<file path="config.mk">
export PLATFORM = sky130hd
export DESIGN_NAME = smooth_weighted_port_selector
export DESIGN_NICKNAME = d
export VERILOG_FILES = /design/src/rtl/swps_pkg.sv /design/src/rtl/swps_ctrl.sv /design/src/rtl/swps_dp.sv /design/src/rtl/smooth_weighted_port_selector.sv
export SDC_FILE = /design/constraint.sdc
export NUM_CORES = 2
export LEC_CHECK = 0
export BUFFER_PORTS_ARGS = -buffer_cell sky130_fd_sc_hd__buf_4
export CAP_MARGIN = 20
export CORE_UTILIZATION = 35
export CTS_BUF_LIST = sky130_fd_sc_hd__clkbuf_4 sky130_fd_sc_hd__clkbuf_8
export CTS_CLUSTER_DIAMETER = 60
export DETAILED_ROUTE_END_ITERATION = 16
export GPL_ROUTABILITY_DRIVEN = 0
export GPL_TIMING_DRIVEN = 1
export PLACE_DENSITY = 0.59
export SLEW_MARGIN = 5
export SYNTH_ARGS = -nofsm -noshare
export SYNTH_HDL_FRONTEND = slang
export SYNTH_SLANG_ARGS = --single-unit
</file>
<file path="constraint.sdc">
create_clock -name clk -period 18.3 [get_ports clk]
set_input_delay 3.66 -clock clk [delete_from_list [all_inputs] [get_ports clk]]
set_output_delay 3.66 -clock clk [all_outputs]
set_load 0.02 [all_outputs]
</file>
<file path="src/rtl/swps_pkg.sv">
// package: shared types, codes and helpers of the weighted port selector
package swps_pkg;

	localparam logic [2:0] CMD_SEND     = 3'd0;
	localparam logic [2:0] CMD_ATTACH   = 3'd1;
	localparam logic [2:0] CMD_DETACH   = 3'd2;
	localparam logic [2:0] CMD_WEIGHT   = 3'd3;
	localparam logic [2:0] CMD_WRITABLE = 3'd4;
	localparam logic [2:0] CMD_ROLLBACK = 3'd5;

	localparam logic [2:0] ST_SENT      = 3'd0;
	localparam logic [2:0] ST_DROPPED   = 3'd1;
	localparam logic [2:0] ST_AGAIN     = 3'd2;
	localparam logic [2:0] ST_REFUSED   = 3'd3;
	localparam logic [2:0] ST_TOO_LARGE = 3'd4;
	localparam logic [2:0] ST_ABORTED   = 3'd5;
	localparam logic [2:0] ST_DONE      = 3'd6;

	localparam int MASK_W = 8;
	localparam int RV_W   = 16;
	localparam int ACC_W  = 20;

	typedef struct packed {
		logic [2:0] cmd;
		logic [2:0] port;
		logic [9:0] weight;
		logic       frame_more;
		logic [7:0] ready_mask;
		logic [7:0] full_mask;
		logic       too_large;
	} in_t;

	typedef struct packed {
		logic [2:0] status;
		logic [2:0] sel_port;
		logic       hwm_blocked;
	} out_t;

	typedef struct packed {
		logic load;
		logic exec;
		logic sel_step;
	} ctl_t;

	typedef struct packed {
		logic need_sel;
		logic sel_done;
	} stat_t;

	typedef enum logic [3:0] {
		S_IDLE   = 4'b0001,
		S_DECODE = 4'b0010,
		S_SELECT = 4'b0100,
		S_RESULT = 4'b1000
	} state_t;

	function automatic logic [RV_W-1:0] sat16(input logic signed [ACC_W-1:0] v);
		logic [RV_W-1:0] r;
		if (v > $signed(ACC_W'(32767)))
			r = 16'h7fff;
		else if (v < -$signed(ACC_W'(32768)))
			r = 16'h8000;
		else
			r = v[RV_W-1:0];
		return r;
	endfunction

endpackage

</file>
<file path="src/rtl/swps_ctrl.sv">
// controller: sequences decode, selection retries and the result beat
module swps_ctrl (
	input  logic              clk,
	input  logic              arst_n,
	input  logic              start,
	input  swps_pkg::stat_t   stat,
	output swps_pkg::ctl_t    ctl,
	output logic              busy,
	output logic              done
);

	swps_pkg::state_t state_q, state_d;

	always_comb begin
		state_d = state_q;
		ctl = '0;
		case (state_q)
			swps_pkg::S_IDLE: begin
				if (start) begin
					ctl.load = 1'b1;
					state_d = swps_pkg::S_DECODE;
				end
			end
			swps_pkg::S_DECODE: begin
				if (stat.need_sel) begin
					state_d = swps_pkg::S_SELECT;
				end else begin
					ctl.exec = 1'b1;
					state_d = swps_pkg::S_RESULT;
				end
			end
			swps_pkg::S_SELECT: begin
				ctl.sel_step = 1'b1;
				if (stat.sel_done)
					state_d = swps_pkg::S_RESULT;
			end
			swps_pkg::S_RESULT: state_d = swps_pkg::S_IDLE;
			default: state_d = swps_pkg::S_IDLE;
		endcase
	end

	always_ff @(posedge clk or negedge arst_n) begin
		if (!arst_n)
			state_q <= swps_pkg::S_IDLE;
		else
			state_q <= state_d;
	end

	assign busy = (state_q != swps_pkg::S_IDLE);
	assign done = (state_q == swps_pkg::S_RESULT);

endmodule

</file>
<file path="src/rtl/swps_dp.sv">
// datapath: port table, message state, selection and result register
module swps_dp #(
	parameter int NUM_PORTS      = 8,
	parameter int MAX_WEIGHT     = 1023,
	parameter int DEFAULT_WEIGHT = 100
) (
	input  logic             clk,
	input  logic             arst_n,
	input  swps_pkg::in_t    item,
	input  swps_pkg::ctl_t   ctl,
	output swps_pkg::stat_t  stat,
	output swps_pkg::out_t   result
);

	localparam int AW = swps_pkg::ACC_W;
	localparam int RW = swps_pkg::RV_W;

	swps_pkg::in_t  in_q;
	swps_pkg::out_t res_q, res_d;

	logic [9:0]    weight_q [NUM_PORTS];
	logic [RW-1:0] rv_q     [NUM_PORTS];
	logic [NUM_PORTS-1:0] att_q, act_q;
	logic in_msg_q, drop_q, mpv_q;
	logic [2:0] mport_q;

	logic [9:0]    weight_d [NUM_PORTS];
	logic [RW-1:0] rv_d     [NUM_PORTS];
	logic [NUM_PORTS-1:0] att_d, act_d;
	logic in_msg_d, drop_d, mpv_d;
	logic [2:0] mport_d;

	logic [NUM_PORTS-1:0] cand, rdy, full;
	logic found, best_rdy, hwm, positive, sticky, hold_p, port_ok, mp_ok;
	logic [2:0] best;
	logic signed [AW-1:0] bval, v, added;
	logic [AW-1:0] total;
	logic [9:0] wsat;
	logic [RW-1:0] sat_a;

	always_comb begin
		for (int i = 0; i < NUM_PORTS; i++) begin
			if (i < swps_pkg::MASK_W) begin
				rdy[i]  = in_q.ready_mask[i];
				full[i] = in_q.full_mask[i];
			end else begin
				rdy[i]  = 1'b0;
				full[i] = 1'b0;
			end
			cand[i] = att_q[i] & act_q[i] & (weight_q[i] != '0);
		end
	end

	// running max over candidates, lowest index wins ties
	always_comb begin
		found = 1'b0;
		best = '0;
		bval = '0;
		total = '0;
		best_rdy = 1'b0;
		hwm = 1'b0;
		positive = 1'b0;
		for (int i = 0; i < NUM_PORTS; i++) begin
			v = $signed({{(AW-RW){rv_q[i][RW-1]}}, rv_q[i]}) + $signed(AW'(weight_q[i]));
			if (cand[i]) begin
				total = total + AW'(weight_q[i]);
				if (!found || v > bval) begin
					found = 1'b1;
					best = 3'(i);
					bval = v;
					best_rdy = rdy[i];
				end
			end
			if (att_q[i] && weight_q[i] != '0) begin
				positive = 1'b1;
				if (full[i])
					hwm = 1'b1;
			end
		end
	end

	assign sticky = in_msg_q & mpv_q;
	assign stat.need_sel = (in_q.cmd == swps_pkg::CMD_SEND) & ~drop_q & ~sticky;
	assign stat.sel_done = ~found | in_q.too_large | best_rdy;
	assign port_ok = (int'(in_q.port) < NUM_PORTS);
	assign mp_ok = (int'(mport_q) < NUM_PORTS);
	assign hold_p = in_msg_q & mpv_q & (mport_q == in_q.port);
	assign wsat = (17'(in_q.weight) > 17'(MAX_WEIGHT)) ? 10'(MAX_WEIGHT) : in_q.weight;

	always_comb begin
		weight_d = weight_q;
		rv_d = rv_q;
		att_d = att_q;
		act_d = act_q;
		in_msg_d = in_msg_q;
		drop_d = drop_q;
		mpv_d = mpv_q;
		mport_d = mport_q;
		res_d = res_q;
		added = '0;
		sat_a = '0;
		if (ctl.exec) begin
			res_d = '{status: swps_pkg::ST_DONE, sel_port: 3'd0, hwm_blocked: 1'b0};
			case (in_q.cmd)
				swps_pkg::CMD_SEND: begin
					if (drop_q) begin
						in_msg_d = in_q.frame_more;
						drop_d = in_q.frame_more;
						res_d.status = swps_pkg::ST_DROPPED;
					end else if (mp_ok && (int'(mport_q) < swps_pkg::MASK_W)
							&& in_q.ready_mask[mport_q] && !in_q.too_large) begin
						in_msg_d = in_q.frame_more;
						if (!in_q.frame_more)
							mpv_d = 1'b0;
						res_d.status = swps_pkg::ST_SENT;
						res_d.sel_port = mport_q;
					end else begin
						drop_d = in_q.frame_more;
						in_msg_d = 1'b0;
						mpv_d = 1'b0;
						res_d.status = swps_pkg::ST_ABORTED;
					end
				end
				swps_pkg::CMD_ROLLBACK: begin
					in_msg_d = 1'b0;
					drop_d = 1'b0;
					mpv_d = 1'b0;
				end
				swps_pkg::CMD_ATTACH, swps_pkg::CMD_DETACH, swps_pkg::CMD_WEIGHT,
				swps_pkg::CMD_WRITABLE: begin
					for (int i = 0; i < NUM_PORTS; i++) begin
						if (port_ok && int'(in_q.port) == i) begin
							if (in_q.cmd == swps_pkg::CMD_ATTACH) begin
								if (!att_q[i]) begin
									att_d[i] = 1'b1;
									act_d[i] = 1'b1;
									weight_d[i] = 10'(DEFAULT_WEIGHT);
									rv_d[i] = '0;
								end
							end else if (att_q[i]) begin
								if (in_q.cmd == swps_pkg::CMD_DETACH) begin
									if (hold_p) begin
										drop_d = 1'b1;
										mpv_d = 1'b0;
									end
									att_d[i] = 1'b0;
									act_d[i] = 1'b0;
									weight_d[i] = '0;
									rv_d[i] = '0;
								end else if (in_q.cmd == swps_pkg::CMD_WEIGHT) begin
									if (wsat != weight_q[i]) begin
										weight_d[i] = wsat;
										if (wsat == '0) begin
											if (hold_p) begin
												drop_d = 1'b1;
												mpv_d = 1'b0;
											end
											act_d[i] = 1'b0;
										end else if (!act_q[i] && rdy[i]) begin
											act_d[i] = 1'b1;
										end
									end
								end else if (weight_q[i] != '0) begin
									act_d[i] = 1'b1;
								end
							end
						end
					end
				end
				default: ;
			endcase
		end else if (ctl.sel_step) begin
			res_d = '{status: swps_pkg::ST_DONE, sel_port: 3'd0, hwm_blocked: 1'b0};
			if (!found) begin
				res_d.status = positive ? swps_pkg::ST_AGAIN : swps_pkg::ST_REFUSED;
				res_d.hwm_blocked = hwm;
			end else if (in_q.too_large) begin
				res_d.status = swps_pkg::ST_TOO_LARGE;
			end else if (!best_rdy) begin
				for (int i = 0; i < NUM_PORTS; i++)
					if (3'(i) == best)
						act_d[i] = 1'b0;
			end else begin
				for (int i = 0; i < NUM_PORTS; i++) begin
					if (cand[i]) begin
						added = $signed({{(AW-RW){rv_q[i][RW-1]}}, rv_q[i]})
							+ $signed(AW'(weight_q[i]));
						sat_a = swps_pkg::sat16(added);
						added = $signed({{(AW-RW){sat_a[RW-1]}}, sat_a});
						if (3'(i) == best)
							added = added - $signed(total);
						rv_d[i] = swps_pkg::sat16(added);
					end
				end
				in_msg_d = in_q.frame_more;
				mport_d = best;
				mpv_d = in_q.frame_more;
				res_d.status = swps_pkg::ST_SENT;
				res_d.sel_port = best;
			end
		end
	end

	always_ff @(posedge clk) begin
		if (ctl.load)
			in_q <= item;
		res_q <= res_d;
	end

	always_ff @(posedge clk or negedge arst_n) begin
		if (!arst_n) begin
			for (int i = 0; i < NUM_PORTS; i++) begin
				weight_q[i] <= '0;
				rv_q[i] <= '0;
			end
			att_q <= '0;
			act_q <= '0;
			in_msg_q <= 1'b0;
			drop_q <= 1'b0;
			mpv_q <= 1'b0;
			mport_q <= '0;
		end else begin
			weight_q <= weight_d;
			rv_q <= rv_d;
			att_q <= att_d;
			act_q <= act_d;
			in_msg_q <= in_msg_d;
			drop_q <= drop_d;
			mpv_q <= mpv_d;
			mport_q <= mport_d;
		end
	end

	assign result = res_q;

endmodule

</file>
<file path="src/rtl/smooth_weighted_port_selector.sv">
// top level: smooth weighted round-robin port selector
//
// A command beat is taken at a clock edge with start high and busy low.
// Commands attach, detach, reweight or re-enable a port, roll back message
// state, or send one frame. Each command yields exactly one result beat:
// done is high for one cycle with status, sel_port and hwm_blocked on result.
// The receiver cannot stall; the result is valid only during that cycle.
// Commands, and frames of a message already in progress or being dropped,
// pass from S_DECODE straight to S_RESULT; a first frame passes through
// S_SELECT in between, one pass of the NUM_PORTS-way max search per cycle, and
// repeats the pass for each chosen port found not ready and deactivated.
// busy stays high from the accepting edge through the result cycle, so one
// command runs at a time.
// Reset clears all weights, running values, attach and active flags and the
// message state; no result is pending after reset.
module smooth_weighted_port_selector #(
	parameter int NUM_PORTS      = 8,
	parameter int MAX_WEIGHT     = 1023,
	parameter int DEFAULT_WEIGHT = 100
) (
	input  logic            clk,
	input  logic            arst_n,
	input  logic            start,
	input  swps_pkg::in_t   item,
	output logic            busy,
	output logic            done,
	output swps_pkg::out_t  result
);

	swps_pkg::ctl_t  ctl;
	swps_pkg::stat_t stat;

	swps_ctrl u_ctrl (
		.clk    (clk),
		.arst_n (arst_n),
		.start  (start),
		.stat   (stat),
		.ctl    (ctl),
		.busy   (busy),
		.done   (done)
	);

	swps_dp #(
		.NUM_PORTS      (NUM_PORTS),
		.MAX_WEIGHT     (MAX_WEIGHT),
		.DEFAULT_WEIGHT (DEFAULT_WEIGHT)
	) u_dp (
		.clk    (clk),
		.arst_n (arst_n),
		.item   (item),
		.ctl    (ctl),
		.stat   (stat),
		.result (result)
	);

	a_one_beat: assert property (@(posedge clk) disable iff (!arst_n)
		done |=> !done) else $error("result beat longer than one cycle");

	a_accept_busy: assert property (@(posedge clk) disable iff (!arst_n)
		start && !busy |=> busy && !done) else $error("accepted beat not in work");

	a_hwm_status: assert property (@(posedge clk) disable iff (!arst_n)
		done && result.hwm_blocked |->
			(result.status == swps_pkg::ST_AGAIN || result.status == swps_pkg::ST_REFUSED))
		else $error("hwm flag with wrong status");

endmodule

</file>
==> impl_metrics.py <==
metrics = {
    "routing": {
        "drc_errors": 0,
        "routed_wl_mm": 132.6,
        "route.vias.total": 34150,
        "drtAntennaViolNets": 0,
        "routed_via_density": 5.935,
        "wl_per_cell_um": 23.04,
        "drt_iter0_markers": 3210,
        "dr.pass1.iters": 9,
    },
    "placement": {
        "hpwl_mm": 101.2,
        "portBuffers": 45,
    },
    "clock_network": {
        "hold_buffers": 0,
        "cts_tree": "done",
        "cts_max_path_buffers": 3,
        "numCtsBuffers": 54,
        "clkSlewWorstSetupHoldPaths_ns": 0.07,
        "htree_levels": 2,
        "insertion_delay_ns": 0.71,
        "cts.sinks": 275,
        "cts-root-buf": "clkbuf_8",
    },
    "global_route": {
        "grt_max_degree": 66,
        "track_usage_pct": 25.80,
        "gr-total-overflow": 0,
        "grt_pass1_vias": 31740,
        "grt_pass1_wl_mm": 196.2,
        "antenna_found_initial": 6,
    },
    "critical_path": {
        "worst-path-max-fanout": 26,
        "critical_path.endpoint_type": "register",
        "r2r-start": "u_dp.weight_q[71]",
        "worst_setup_path_start_kind": "register",
        "max_stage_delay_ns": 0.48,
        "r2r_setup_slack_ns": 0.65,
        "rr_worst_depth": 78,
        "crit_type": "register to register",
        "crit_arrival_ns": 18.21,
        "startpoint": "u_dp.weight_q[71]",
        "critical_path_required_ns": 18.86,
        "critPathTopFamily": "compound AO/OA/AOI/OAI gates",
        "r2r-end": "u_dp.rv_q[110]",
        "path_common_cell": "ha_1",
        "critPathSlowestCell": "mux2i_1",
        "cp.buffers_inverters": 9,
    },
    "yosys": {
        "synth_ff_type": "dfrtp_1",
        "synth-seq-cells": 275,
        "syn_inst": 4319,
        "yosysUniqueCellTypes": 105,
        "synth_edf_count": 40,
        "ys_warn_count": 0,
        "synthArstFlopShare_pct": 85.09,
        "seq_area_frac_synth_pct": 20.45,
        "avgSynthCellArea_um2": 8.013,
        "netlist_area_um2": 34610,
    },
    "layout": {
        "fill_cells": 9908,
        "area_growth_pct": 12.27,
        "drive_gt1_share_pct": 12.58,
        "nets": 4907,
    },
    "timing": {
        "fmax_mhz": 56.66,
        "finalMaxSlewViolations": 0,
        "holdWs_ns": 0.4693,
        "relSlewSlack_pct": 21.40,
        "setup_viol": 0,
        "period_share_pct": 96.43,
        "hold_violations": 0,
        "setup_tns_ns": 0,
        "worstMarginPinSlew_ns": 1.179,
        "clock-skew-final_ns": 0.05618,
        "period_minus_slack_ns": 17.65,
    },
    "floorplanning": {
        "floorplan.rows": 114,
        "die_area_um2": 100100,
        "core_area_um2": 97280,
        "fp.dieH_um": 316.4,
        "start_util_pct": 35.58,
        "die_w_um": 316.4,
        "num_io_pins": 46,
    },
    "min_path": {
        "hold_path_startpoint": "u_dp.result[0]",
        "holdPathEnd": "u_dp.result[0]",
        "min_path_type": "register to register",
        "holdPathStages": 2,
    },
    "job": {
        "maxCapViolations": 0,
    },
    "outcome": {
        "status": "completed",
    },
}
final cells by class:
class	count	area [um^2]	area share (%)
Multi-Input combinational cell	3672	26530	68.28
Sequential cell	275	7078	18.22
Tap cell	1276	1597	4.109
Timing Repair Buffer	176	1410	3.629
Inverter	255	957.2	2.463
Clock buffer	71	914.6	2.354
Clock inverter	28	366.6	0.9435
Antenna cell	1	2.502	0.006440
synthesized netlist by cell type, types with 21 or more instances:
cell type | count | area share (%)
o21bai_1 | 42 | 0.91
nand4_1 | 48 | 0.87
a221oi_1 | 21 | 0.53
inv_1 | 254 | 2.8
mux2_2 | 157 | 5.1
o21a_1 | 69 | 1.5
ha_1 | 413 | 15
nand2b_1 | 56 | 1.0
mux2i_1 | 44 | 1.3
a21oi_1 | 374 | 5.4
nor4_1 | 51 | 0.92
or3_1 | 27 | 0.49
nor3_1 | 87 | 1.3
a211oi_1 | 34 | 0.74
fa_1 | 23 | 1.3
dfrtp_1 | 233 | 17
xor2_1 | 152 | 3.8
xnor2_1 | 184 | 4.7
nor2b_1 | 54 | 0.98
a21o_1 | 131 | 2.8
edfxtp_1 | 40 | 3.5
o211ai_1 | 40 | 0.87
clkbuf_1 | 106 | 1.1
o31ai_1 | 23 | 0.50
o22ai_1 | 23 | 0.42
a221o_1 | 21 | 0.61
a31oi_1 | 49 | 0.89
nand2_1 | 349 | 3.8
and2_1 | 32 | 0.58
nor2_1 | 339 | 3.7
and3_1 | 55 | 0.99
o21ai_0 | 343 | 5.0
or2_2 | 26 | 0.47
nand3_1 | 107 | 1.5
tightest hold or removal path, stage by stage, from the launching register on:
cell,delay (ns)
dfxtp_1,0.32
nand2_1,0.05
a21oi_1,0.05
sequential cells by signal (all words and copies together) (netlist names):
signal	flops
u_dp.att_q	8
u_dp.wsat	10
u_dp.rdy	8
u_dp.drop_q	1
u_dp.rv_q	128
u_ctrl.state_q	4
u_dp.weight_q	80
u_dp.result	7
u_dp.full	8
u_dp.act_q	8
u_dp.in_q	8
u_dp.mport_q	3
u_dp.in_msg_q	1
u_dp.mpv_q	1
worst max-delay path by stage:
stage	depth (start not counted)	to	slack (ns)
after floorplan	82	u_dp.rv_q[122]	0.48
after global placement	78	u_dp.rv_q[86]	-0.36
after detailed placement	78	u_dp.rv_q[92]	-0.70
after CTS	81	u_dp.rv_q[45]	-0.004
after global routing	84	u_dp.rv_q[86]	-0.17
final	78	u_dp.rv_q[110]	0.65
placed cells by master, fill, tap and decap left out, types with 56 or more instances in the layout:
cell type | synthesis | final
a21o_1 | 131 | 130
clkbuf_8 | 0 | 61
nand2b_1 | 56 | 56
nor3_1 | 87 | 86
nand3_1 | 107 | 104
ha_1 | 413 | 413
buf_4 | 0 | 167
inv_1 | 254 | 254
a21oi_1 | 374 | 366
xor2_1 | 152 | 150
xnor2_1 | 184 | 183
nor2_1 | 339 | 333
o21ai_0 | 343 | 332
mux2_2 | 157 | 157
nand2_1 | 349 | 348
dfrtp_1 | 233 | 233
o21a_1 | 69 | 69
routing by layer:
metal / track usage (%) / part of all wire, % / vias up
li1: - / - / 16080
met1: 33.80 / 42 / 16360
met2: 39.88 / 43 / 1336
met3: 4.683 / 7.7 / 370
met4: 14.48 / 6.4 / 4
met5: 0 / 0.024 / -
through the flow:
stage	util (%)	worst slack, ns	instance area, um^2	instances
after floorplan	-	0.4787	34690	4342
after global placement	38.09	-0.3588	37050	5624
after detailed placement	38.09	-0.6951	37060	5625
after CTS	39.50	-0.003705	38430	5726
after global routing	39.94	-0.1690	38850	5754
final	39.94	0.6524	38850	5754
cells by family after synthesis:
| family | synth area share, % |
|---|---|
| AOI/OAI and AO/OA | 24.85 |
| and+or+nand+nor | 18.72 |
| adders and majority gates | 16.49 |
| buffers and inverters | 4.400 |
| xor gates and xnor gates | 8.504 |
| DFF | 20.45 |
| muxes | 6.577 |
| other | 0.01084 |
timing repair:
action | in CTS | in global routing
setup buffers | 2 | 24
gates resized for setup | 10 | 50
setup endpoints to repair | 71 | 148
pin swaps | 2 | 9
Power is left out: the tool's default activity adds up to more than one toggle a clock period on the data nets, which glitch-free logic cannot reach.
